## src/hw/rtl/cht_pkg.sv

```systemverilog
`timescale 1ns / 1ps

package cht_pkg;

  // built geometry
  localparam int DEPTH    = 16;
  localparam int KEY_BITS = 31;

  // derived widths
  localparam int IDX_W  = $clog2(DEPTH);
  localparam int SIZE_W = $clog2(DEPTH + 1);
  localparam int REM_W  = IDX_W + 1;

  // fixed field widths
  localparam int ACT_W  = 2;
  localparam int CFG_W  = 5;
  localparam int SLOT_W = 4;
  localparam int EVC_W  = 5;

  localparam logic [CFG_W-1:0] SIZE_RESET = 5'd16;

  // action codes
  localparam logic [ACT_W-1:0] ACT_LOOKUP = 2'd0;
  localparam logic [ACT_W-1:0] ACT_INSERT = 2'd1;
  localparam logic [ACT_W-1:0] ACT_ERASE  = 2'd2;

  // table select
  localparam logic TBL_FIRST  = 1'b0;
  localparam logic TBL_SECOND = 1'b1;

  // write request into the table storage
  typedef struct packed {
    logic                en;
    logic                tbl;
    logic [IDX_W-1:0]    idx;
    logic [KEY_BITS-1:0] key;
    logic                valid;
  } cht_wr_t;

  // read data of one table
  typedef struct packed {
    logic [KEY_BITS-1:0] key;
    logic                valid;
  } cht_rd_t;

endpackage

```

## src/hw/rtl/cht_div.sv

```systemverilog
`timescale 1ns / 1ps

module cht_div (
  input  logic                         clk,
  input  logic                         rst_n,
  input  logic                         start,
  input  logic [cht_pkg::KEY_BITS-1:0] dividend,
  input  logic [cht_pkg::SIZE_W-1:0]   divisor,
  output logic                         done,
  output logic [cht_pkg::KEY_BITS-1:0] quo,
  output logic [cht_pkg::IDX_W-1:0]    rem
);
  import cht_pkg::*;

  localparam int CNT_W = $clog2(KEY_BITS);

  logic                busy_r;
  logic                done_r;
  logic [CNT_W-1:0]    cnt_r;
  logic [KEY_BITS-1:0] q_r;
  logic [IDX_W-1:0]    rem_r;
  logic [SIZE_W-1:0]   d_r;

  logic [REM_W-1:0]    rem_sh;
  logic [REM_W-1:0]    d_ext;
  logic                ge;
  logic [IDX_W-1:0]    rem_nxt;
  logic [KEY_BITS-1:0] q_nxt;

  // one restoring step: shift in the next dividend bit, subtract if it fits
  always_comb begin
    rem_sh  = {rem_r, q_r[KEY_BITS-1]};
    d_ext   = REM_W'(d_r);
    ge      = (rem_sh >= d_ext);
    rem_nxt = ge ? IDX_W'(rem_sh - d_ext) : IDX_W'(rem_sh);
    q_nxt   = {q_r[KEY_BITS-2:0], ge};
  end

  // control
  always_ff @(posedge clk) begin
    if (!rst_n) begin
      busy_r <= 1'b0;
      done_r <= 1'b0;
      cnt_r  <= '0;
    end else begin
      done_r <= 1'b0;
      if (start) begin
        busy_r <= 1'b1;
        cnt_r  <= CNT_W'(KEY_BITS - 1);
      end else if (busy_r) begin
        if (cnt_r == '0) begin
          busy_r <= 1'b0;
          done_r <= 1'b1;
        end else begin
          cnt_r <= cnt_r - 1'b1;
        end
      end
    end
  end

  // datapath
  always_ff @(posedge clk) begin
    if (start) begin
      q_r   <= dividend;
      rem_r <= '0;
      d_r   <= divisor;
    end else if (busy_r) begin
      q_r   <= q_nxt;
      rem_r <= rem_nxt;
    end
  end

  assign done = done_r;
  assign quo  = q_r;
  assign rem  = rem_r;

endmodule

```

## src/hw/rtl/cht_store.sv

```systemverilog
`timescale 1ns / 1ps

module cht_store (
  input  logic                      clk,
  input  logic                      rst_n,
  input  cht_pkg::cht_wr_t          wr,
  input  logic [cht_pkg::IDX_W-1:0] rd1_idx,
  input  logic [cht_pkg::IDX_W-1:0] rd2_idx,
  output cht_pkg::cht_rd_t          rd1,
  output cht_pkg::cht_rd_t          rd2
);
  import cht_pkg::*;

  logic [KEY_BITS-1:0] t1_key_r [DEPTH];
  logic [KEY_BITS-1:0] t2_key_r [DEPTH];
  logic [DEPTH-1:0]    t1_vld_r;
  logic [DEPTH-1:0]    t2_vld_r;
  cht_rd_t             rd1_r;
  cht_rd_t             rd2_r;

  // valid bits, cleared at reset
  always_ff @(posedge clk) begin
    if (!rst_n) begin
      t1_vld_r <= '0;
      t2_vld_r <= '0;
    end else if (wr.en) begin
      if (wr.tbl == TBL_FIRST) begin
        t1_vld_r[wr.idx] <= wr.valid;
      end else begin
        t2_vld_r[wr.idx] <= wr.valid;
      end
    end
  end

  // stored keys
  always_ff @(posedge clk) begin
    if (wr.en) begin
      if (wr.tbl == TBL_FIRST) begin
        t1_key_r[wr.idx] <= wr.key;
      end else begin
        t2_key_r[wr.idx] <= wr.key;
      end
    end
  end

  // registered read ports
  always_ff @(posedge clk) begin
    rd1_r.key   <= t1_key_r[rd1_idx];
    rd1_r.valid <= t1_vld_r[rd1_idx];
    rd2_r.key   <= t2_key_r[rd2_idx];
    rd2_r.valid <= t2_vld_r[rd2_idx];
  end

  assign rd1 = rd1_r;
  assign rd2 = rd2_r;

endmodule

```

## src/hw/rtl/cht_seq.sv

```systemverilog
`timescale 1ns / 1ps

module cht_seq (
  input  logic                         clk,
  input  logic                         rst_n,
  input  logic                         start,
  input  logic [cht_pkg::ACT_W-1:0]    in_action,
  input  logic [cht_pkg::KEY_BITS-1:0] in_key,
  input  logic [cht_pkg::SIZE_W-1:0]   size,
  output logic                         busy,
  // divider
  output logic                         div_start,
  output logic [cht_pkg::KEY_BITS-1:0] div_dividend,
  output logic [cht_pkg::SIZE_W-1:0]   div_divisor,
  input  logic                         div_done,
  input  logic [cht_pkg::KEY_BITS-1:0] div_quo,
  input  logic [cht_pkg::IDX_W-1:0]    div_rem,
  // table storage
  output cht_pkg::cht_wr_t             wr,
  output logic [cht_pkg::IDX_W-1:0]    rd1_idx,
  output logic [cht_pkg::IDX_W-1:0]    rd2_idx,
  input  cht_pkg::cht_rd_t             rd1,
  input  cht_pkg::cht_rd_t             rd2,
  // result
  output logic                         out_valid,
  output logic                         out_found,
  output logic                         out_which_table,
  output logic [cht_pkg::SLOT_W-1:0]   out_slot,
  output logic                         out_status,
  output logic [cht_pkg::KEY_BITS-1:0] out_dropped_key,
  output logic [cht_pkg::EVC_W-1:0]    out_evictions
);
  import cht_pkg::*;

  localparam logic [2:0] S_IDLE  = 3'd0;
  localparam logic [2:0] S_DIV1  = 3'd1;
  localparam logic [2:0] S_DIV2  = 3'd2;
  localparam logic [2:0] S_PROBE = 3'd3;
  localparam logic [2:0] S_PLACE = 3'd4;
  localparam logic [2:0] S_RESP  = 3'd5;

  logic [2:0]          state_r, state_nxt;
  logic [ACT_W-1:0]    act_r;
  logic [KEY_BITS-1:0] carry_r;
  logic [SIZE_W-1:0]   s_r;
  logic [SIZE_W-1:0]   ev_r;
  logic                in_first_r;
  logic [IDX_W-1:0]    idx1_r;
  logic [IDX_W-1:0]    idx2_r;

  logic                ov_r;
  logic                found_r;
  logic                tbl_r;
  logic [SLOT_W-1:0]   slot_r;
  logic                status_r;
  logic [KEY_BITS-1:0] drop_r;
  logic [EVC_W-1:0]    evc_r;

  logic                hit1, hit2;
  logic                pl_valid;
  logic [KEY_BITS-1:0] pl_old;
  logic [IDX_W-1:0]    pl_idx;
  logic [SIZE_W-1:0]   ev_nxt;
  logic                is_insert;

  assign is_insert = (act_r == ACT_INSERT);

  // probe and placement decode
  always_comb begin
    hit1     = rd1.valid && (rd1.key == carry_r);
    hit2     = rd2.valid && (rd2.key == carry_r);
    pl_valid = in_first_r ? rd1.valid : rd2.valid;
    pl_old   = in_first_r ? rd1.key : rd2.key;
    pl_idx   = in_first_r ? idx1_r : idx2_r;
    ev_nxt   = ev_r + 1'b1;
  end

  // the registered table data for a read address arrives in the next cycle
  assign rd1_idx     = ((state_r == S_DIV1) && div_done) ? div_rem : idx1_r;
  assign rd2_idx     = ((state_r == S_DIV2) && div_done) ? div_rem : idx2_r;
  assign div_divisor = (state_r == S_IDLE) ? size : s_r;

  // next state, divider launch and table writes
  always_comb begin
    state_nxt    = state_r;
    div_start    = 1'b0;
    div_dividend = div_quo;
    wr           = '0;
    unique case (state_r)
      S_IDLE: begin
        if (start) begin
          if (in_action == ACT_LOOKUP || in_action == ACT_INSERT ||
              in_action == ACT_ERASE) begin
            div_start    = 1'b1;
            div_dividend = in_key;
            state_nxt    = S_DIV1;
          end else begin
            state_nxt = S_RESP;
          end
        end
      end
      S_DIV1: begin
        if (div_done) begin
          if (is_insert && in_first_r) begin
            state_nxt = S_PLACE;
          end else begin
            div_start    = 1'b1;
            div_dividend = div_quo;
            state_nxt    = S_DIV2;
          end
        end
      end
      S_DIV2: begin
        if (div_done) begin
          state_nxt = is_insert ? S_PLACE : S_PROBE;
        end
      end
      S_PROBE: begin
        if (act_r == ACT_ERASE && (hit1 || hit2)) begin
          wr.en    = 1'b1;
          wr.tbl   = hit1 ? TBL_FIRST : TBL_SECOND;
          wr.idx   = hit1 ? idx1_r : idx2_r;
          wr.key   = '0;
          wr.valid = 1'b0;
        end
        state_nxt = S_IDLE;
      end
      S_PLACE: begin
        wr.en    = 1'b1;
        wr.tbl   = in_first_r ? TBL_FIRST : TBL_SECOND;
        wr.idx   = pl_idx;
        wr.key   = carry_r;
        wr.valid = 1'b1;
        if (!pl_valid || ev_nxt >= s_r) begin
          state_nxt = S_IDLE;
        end else begin
          // displaced key goes on to the other table
          div_start    = 1'b1;
          div_dividend = pl_old;
          state_nxt    = S_DIV1;
        end
      end
      S_RESP: begin
        state_nxt = S_IDLE;
      end
      default: begin
        state_nxt = S_IDLE;
      end
    endcase
  end

  // control registers
  always_ff @(posedge clk) begin
    if (!rst_n) begin
      state_r <= S_IDLE;
      ov_r    <= 1'b0;
    end else begin
      state_r <= state_nxt;
      ov_r    <= (state_r == S_PROBE) || (state_r == S_RESP) ||
                 ((state_r == S_PLACE) && (!pl_valid || ev_nxt >= s_r));
    end
  end

  // item context
  always_ff @(posedge clk) begin
    priority case (1'b1)
      (state_r == S_IDLE) && start: begin
        act_r      <= in_action;
        carry_r    <= in_key;
        s_r        <= size;
        ev_r       <= '0;
        in_first_r <= 1'b1;
      end
      (state_r == S_DIV1) && div_done: begin
        idx1_r <= div_rem;
      end
      (state_r == S_DIV2) && div_done: begin
        idx2_r <= div_rem;
      end
      (state_r == S_PLACE) && pl_valid: begin
        carry_r    <= pl_old;
        in_first_r <= !in_first_r;
        ev_r       <= ev_nxt;
      end
      default: begin
      end
    endcase
  end

  // result registers
  always_ff @(posedge clk) begin
    if (state_r == S_PROBE) begin
      found_r  <= hit1 || hit2;
      tbl_r    <= !hit1 && hit2;
      slot_r   <= hit1 ? SLOT_W'(idx1_r) : (hit2 ? SLOT_W'(idx2_r) : '0);
      status_r <= 1'b0;
      drop_r   <= '0;
      evc_r    <= '0;
    end else if (state_r == S_PLACE) begin
      found_r  <= 1'b0;
      tbl_r    <= 1'b0;
      slot_r   <= '0;
      status_r <= pl_valid;
      drop_r   <= pl_valid ? pl_old : '0;
      evc_r    <= pl_valid ? EVC_W'(ev_nxt) : EVC_W'(ev_r);
    end else if (state_r == S_RESP) begin
      found_r  <= 1'b0;
      tbl_r    <= 1'b0;
      slot_r   <= '0;
      status_r <= 1'b0;
      drop_r   <= '0;
      evc_r    <= '0;
    end
  end

  assign busy            = (state_r != S_IDLE);
  assign out_valid       = ov_r;
  assign out_found       = found_r;
  assign out_which_table = tbl_r;
  assign out_slot        = slot_r;
  assign out_status      = status_r;
  assign out_dropped_key = drop_r;
  assign out_evictions   = evc_r;

endmodule

```

## src/hw/rtl/cuckoo_hash_table_top.sv

```systemverilog
`timescale 1ns / 1ps
// channel   | ports                                   | handshake
// ----------+-----------------------------------------+---------------------------
// input     | in_action, in_key                       | start high, busy low
// result    | out_found .. out_evictions              | out_valid, one cycle
// config    | psel penable pwrite paddr pwdata prdata | apb, pready tied high
//
// a lookup or erase makes two passes of the shared one-bit-per-cycle divider
// for the two hashes, then a probe state.
// an insert makes one divider pass per table-one placement and two per
// table-two placement, up to size_in_use placements.
// the unused action code skips the divider and answers from the response state.
// busy stays high until the result strobe; the result cannot be stalled.
// synchronous reset empties both tables at once through their valid bits.

module cuckoo_hash_table_top (
  input  logic                         clk,
  input  logic                         rst_n,
  // input item
  input  logic                         start,
  output logic                         busy,
  input  logic [cht_pkg::ACT_W-1:0]    in_action,
  input  logic [cht_pkg::KEY_BITS-1:0] in_key,
  // result item
  output logic                         out_valid,
  output logic                         out_found,
  output logic                         out_which_table,
  output logic [cht_pkg::SLOT_W-1:0]   out_slot,
  output logic                         out_status,
  output logic [cht_pkg::KEY_BITS-1:0] out_dropped_key,
  output logic [cht_pkg::EVC_W-1:0]    out_evictions,
  // configuration
  input  logic                         psel,
  input  logic                         penable,
  input  logic                         pwrite,
  input  logic [2:0]                   paddr,
  input  logic [31:0]                  pwdata,
  output logic [31:0]                  prdata,
  output logic                         pready
);
  import cht_pkg::*;

  logic [CFG_W-1:0]    cfg_size_r;
  logic [SIZE_W-1:0]   eff_size;
  logic                cfg_wr;

  logic                div_start;
  logic [KEY_BITS-1:0] div_dividend;
  logic [SIZE_W-1:0]   div_divisor;
  logic                div_done;
  logic [KEY_BITS-1:0] div_quo;
  logic [IDX_W-1:0]    div_rem;

  cht_wr_t             wr;
  logic [IDX_W-1:0]    rd1_idx;
  logic [IDX_W-1:0]    rd2_idx;
  cht_rd_t             rd1;
  cht_rd_t             rd2;

  // size register
  assign cfg_wr = psel && penable && pwrite && (paddr[2] == 1'b0);

  always_ff @(posedge clk) begin
    if (!rst_n) begin
      cfg_size_r <= SIZE_RESET;
    end else if (cfg_wr) begin
      cfg_size_r <= pwdata[CFG_W-1:0];
    end
  end

  assign pready = 1'b1;
  assign prdata = (paddr[2] == 1'b0) ? 32'(cfg_size_r) : 32'd0;

  // clamp the size to 1..DEPTH
  always_comb begin
    if (cfg_size_r == '0) begin
      eff_size = SIZE_W'(1);
    end else if (32'(cfg_size_r) > DEPTH) begin
      eff_size = SIZE_W'(DEPTH);
    end else begin
      eff_size = SIZE_W'(cfg_size_r);
    end
  end

  cht_seq u_seq (
    .clk             (clk),
    .rst_n           (rst_n),
    .start           (start),
    .in_action       (in_action),
    .in_key          (in_key),
    .size            (eff_size),
    .busy            (busy),
    .div_start       (div_start),
    .div_dividend    (div_dividend),
    .div_divisor     (div_divisor),
    .div_done        (div_done),
    .div_quo         (div_quo),
    .div_rem         (div_rem),
    .wr              (wr),
    .rd1_idx         (rd1_idx),
    .rd2_idx         (rd2_idx),
    .rd1             (rd1),
    .rd2             (rd2),
    .out_valid       (out_valid),
    .out_found       (out_found),
    .out_which_table (out_which_table),
    .out_slot        (out_slot),
    .out_status      (out_status),
    .out_dropped_key (out_dropped_key),
    .out_evictions   (out_evictions)
  );

  cht_div u_div (
    .clk      (clk),
    .rst_n    (rst_n),
    .start    (div_start),
    .dividend (div_dividend),
    .divisor  (div_divisor),
    .done     (div_done),
    .quo      (div_quo),
    .rem      (div_rem)
  );

  cht_store u_store (
    .clk     (clk),
    .rst_n   (rst_n),
    .wr      (wr),
    .rd1_idx (rd1_idx),
    .rd2_idx (rd2_idx),
    .rd1     (rd1),
    .rd2     (rd2)
  );

endmodule

```

## config.mk

```make
export PLATFORM = sky130hd
export DESIGN_NAME = cuckoo_hash_table_top
export DESIGN_NICKNAME = d
export VERILOG_FILES = /design/src/hw/rtl/cht_pkg.sv /design/src/hw/rtl/cht_div.sv /design/src/hw/rtl/cht_store.sv /design/src/hw/rtl/cht_seq.sv /design/src/hw/rtl/cuckoo_hash_table_top.sv
export SDC_FILE = /design/constraint.sdc
export NUM_CORES = 2
export LEC_CHECK = 0
export BUFFER_PORTS_ARGS = -buffer_cell sky130_fd_sc_hd__buf_2
export CAP_MARGIN = 0
export CORE_ASPECT_RATIO = 1.25
export CORE_MARGIN = 2
export CORE_UTILIZATION = 32
export CTS_CLUSTER_DIAMETER = 80
export DETAILED_ROUTE_END_ITERATION = 8
export PLACE_DENSITY_LB_ADDON = 0.12
export SLEW_MARGIN = 20
export SYNTH_ARGS = -nofsm -noshare
export SYNTH_HDL_FRONTEND = slang
export SYNTH_SLANG_ARGS = --single-unit
```

## constraint.sdc

```tcl
create_clock -name clk -period 15.15 [get_ports clk]
set_clock_uncertainty 0.1 [all_clocks]
set_input_delay 4.545 -clock clk [delete_from_list [all_inputs] [get_ports clk]]
set_output_delay 4.545 -clock clk [all_outputs]
set_load 0.02 [all_outputs]
```

==> impl_metrics.csv <==
group,metric,value,unit
outcome,status,"complete, no violations",
pwr,vdd_ir_drop_max,114,uV
drt,via_count,32000,
synth,syn_area,50100,um2
sta,worst_pin_slew,1030,ps
floorplanning,pin_count,152,
clocking,clk_pin_slew_worst_paths,60,ps
clocking,ctsHoldBuffers,0,
finish,fin_nets,4245,
global_route,track_usage,19.5,%
finish,area_growth,14.0,%
critical_path,start_kind,"input port",
pwr,seq_power_share,44.6,%
drt,wl,157000,um
critical_path,reg2regPathDepth,11,
clocking,cts_setup_buffers,0,
placement,portBuffers,94,
pwr,p_int,6.35,mW
synth,synth-seq-area-share,71.1,%
sta,hold_violations,0,
global_route,antenna_found_initial,1,
synth,synth.distinct_cells,65,
critical_path,critPathKind,"input port to output port",
placement,place_area,53100,um2
drt,ant_nets,0,
drt,drc_errors,0,
placement,place_ws,5550,ps
floorplanning,core-area,156000,um2
global_route,grt_pass1_wl,225000,um
sta,fmax,104,MHz
run,drv_cap,0,
clocking,clk_path_buf_depth,3,
critical_path,cp-startpoint,"paddr[2]",
floorplanning,rows,162,
clocking,cts_tree,"yes",
min_path,hold_path_depth,2,
drt,wl_per_cell,24.8,um
sta,fin_setup_tns,0,ps
drt,vias_per_cell,5.08,
finish,drive_above_1_share,10.1,%
min_path,min_from,"u_seq.out_status",
sta,drv_slew,0,
pwr,p_comb_share,23.1,%
global_route,grt_max_degree,157,
synth,synth_edf_count,1080,
clocking,cts_made_buffers,131,
critical_path,path_max_fanout,6,
clocking,cts_root_buf,"clkbuf_16",
pwr,power.leakage,19.9,nW
sta,setup_viol,0,
sta,final.period_utilization,63.3,%
critical_path,worst_setup_path_end_kind,"output port",
sta,rsz0062_at_grt,"false",
critical_path,cpPeakStageDelay,170,ps
synth,postSynthAreaPerCell,12.2,um2
finish,design_area,57100,um2
pwr,swShare,33.6,%
critical_path,r2r-start,"u_seq.state_r[1]",
drt,drtIter0Drc,2609,
clocking,cts_resized,0,
sta,fin_crit,9590,ps
critical_path,crit_chain,"buf_2, nor2b_1, buf_2",
critical_path,worst-endpoint-required,10510,ps
floorplanning,die_area,160000,um2
clocking,insertion_delay,770,ps
floorplanning,die_height,446,um
min_path,hp-class,"register to register",
sta,relSlewSlack,31.4,%
global_route,grt-ovfl-total,0,
critical_path,r2r-end,"u_store.rd2[22]",
pwr,pwr_density_cell,167,nW/um2
pwr,p_clk_share,32.3,%
synth,synth_top_flop_cell,"edfxtp_1",
critical_path,r2r_slack,9560,ps
drt,drt-pass1-iter-count,5,
synth,syn_inst,4101,
pwr,p_sw,3.20,mW
floorplanning,die_width,358,um
clocking,numClockSinks,1239,
global_route,grt_pass1_vias,31200,
floorplanning,initial_utilization,32.2,%
critical_path,critPathMostFrequentCell,"buf_2",
min_path,min_to,"u_seq.out_status",
synth,synth-seq-cells,1239,
synth,ys_warn_count,0,
sta,timing.final.ws_setup,5560,ps
critical_path,cpMaxStageDelayCell,"buf_2",
synth,async_flop_share,0,%
critical_path,arrival,4950,ps
clocking,htreeDepth,4,
placement,detailed_place_hpwl,86200,um
placement,gp_congestion,0.815,
worst max path at each step:
stage	to	depth (start not counted)	slack (ps)
3_5_place_dp	prdata[1]	3	5550
6_report	prdata[1]	3	5560
2_1_floorplan	prdata[0]	1	5660
5_1_grt	prdata[2]	3	5500
3_3_place_gp	prdata[3]	3	5540
4_1_cts	prdata[1]	3	5550
placed cells by master (no fill, tap or decap), types with 22 or more instances in the layout:
master,synthesis,routed
o21ai_0,78,78
clkbuf_16,0,136
edfxtp_1,1080,1080
and3_1,65,59
clkbuf_1,197,50
a311oi_1,128,128
buf_4,30,95
nand2_1,1087,1086
conb_1,2,28
a21oi_1,97,93
inv_1,32,29
nand3_1,517,517
clkinv_1,1,22
a211oi_1,35,35
nor2_1,101,96
mux2i_1,73,69
buf_2,35,94
nand4_1,33,33
a31oi_1,65,65
dfxtp_1,159,158
xnor2_1,74,74
power by group through the flow:
stage	Combinational, mW	Sequential, mW	Clock, mW
CTS	2.25	4.27	3.16
global route	2.43	4.27	3.28
finish	2.21	4.26	3.08
detailed placement	2.25	4.34	0
global placement	2.24	4.34	0
floorplan	1.43	4.17	0
layer usage:
layer  up-vias  share of wire (%)  track usage (%)
li1      15000                  -                -
met1     16200                 42             24.5
met2       711                 51             34.3
met3       206                3.6             2.57
met4         0                3.1             6.51
met5         -                  0                0
through the flow:
step / hold WS, ps / std cells / util, % / power (mW)
2_1_floorplan: 322 / 4127 / - / 5.59
3_3_place_gp: 328 / 6075 / 34.1 / 6.58
3_5_place_dp: 333 / 6075 / 34.1 / 6.59
4_1_cts: 343 / 6311 / 36.7 / 9.68
5_1_grt: 363 / 6312 / 36.7 / 9.98
6_report: 340 / 6312 / 36.7 / 9.55
registers in the layout, indices dropped and copies added, names as in the netlist, 16 cells and up:
signal                 cells
u_store.rd2               32
u_seq.out_dropped_key     31
u_div.quo                 31
u_store.t2_vld_r          16
u_store.t1_vld_r          16
u_store.rd1               32
u_store.t2_key_r         496
u_store.t1_key_r         496
u_seq.carry_r             31
synth_stat cells, types with 5 or more instances:
library cell | n | area, um2
nand2_1 | 1087 | 4080
edfxtp_1 | 1080 | 32400
nand3_1 | 517 | 2590
clkbuf_1 | 197 | 739
dfxtp_1 | 159 | 3180
a311oi_1 | 128 | 1120
nor2_1 | 101 | 379
a21oi_1 | 97 | 485
o21ai_0 | 78 | 390
xnor2_1 | 74 | 648
mux2i_1 | 73 | 731
a31oi_1 | 65 | 407
and3_1 | 65 | 407
a211oi_1 | 35 | 263
buf_2 | 35 | 175
nand4_1 | 33 | 206
inv_1 | 32 | 120
buf_4 | 30 | 225
buf_1 | 29 | 109
nor3_1 | 29 | 145
and2_1 | 18 | 113
and2_0 | 17 | 106
nor4_1 | 13 | 81.3
ha_1 | 12 | 150
a21o_1 | 11 | 82.6
nor2b_1 | 9 | 56.3
nand2b_1 | 5 | 31.3
nor2_2 | 5 | 31.3
final cells by class:
type / instances / area [um2]
fillers: 15100 / 98600
repair buffers: 195 / 1300
well taps: 2050 / 2560
clock inverters: 42 / 343
multi-input cells: 2554 / 13400
flip-flops and latches: 1239 / 35600
diodes: 1 / 2.50
clock buffers: 194 / 3700
inverters: 37 / 159
worst max-delay path, delay by kind of cell:
family / cells / cell delay [ps]
buf+inv: 2 / 300
simple gates: 1 / 100
cell families after synthesis:
family	share of synthesized area [%]
AOI/OAI and AO/OA	6.02
xor gates and xnor gates	1.36
adders and majority gates	0.340
buffers and inverters	2.92
DFF	71.1
muxes	1.50
other	0.0150
and+or+nand+nor	16.8
No activity file was read; power rests on OpenSTA's default activity.
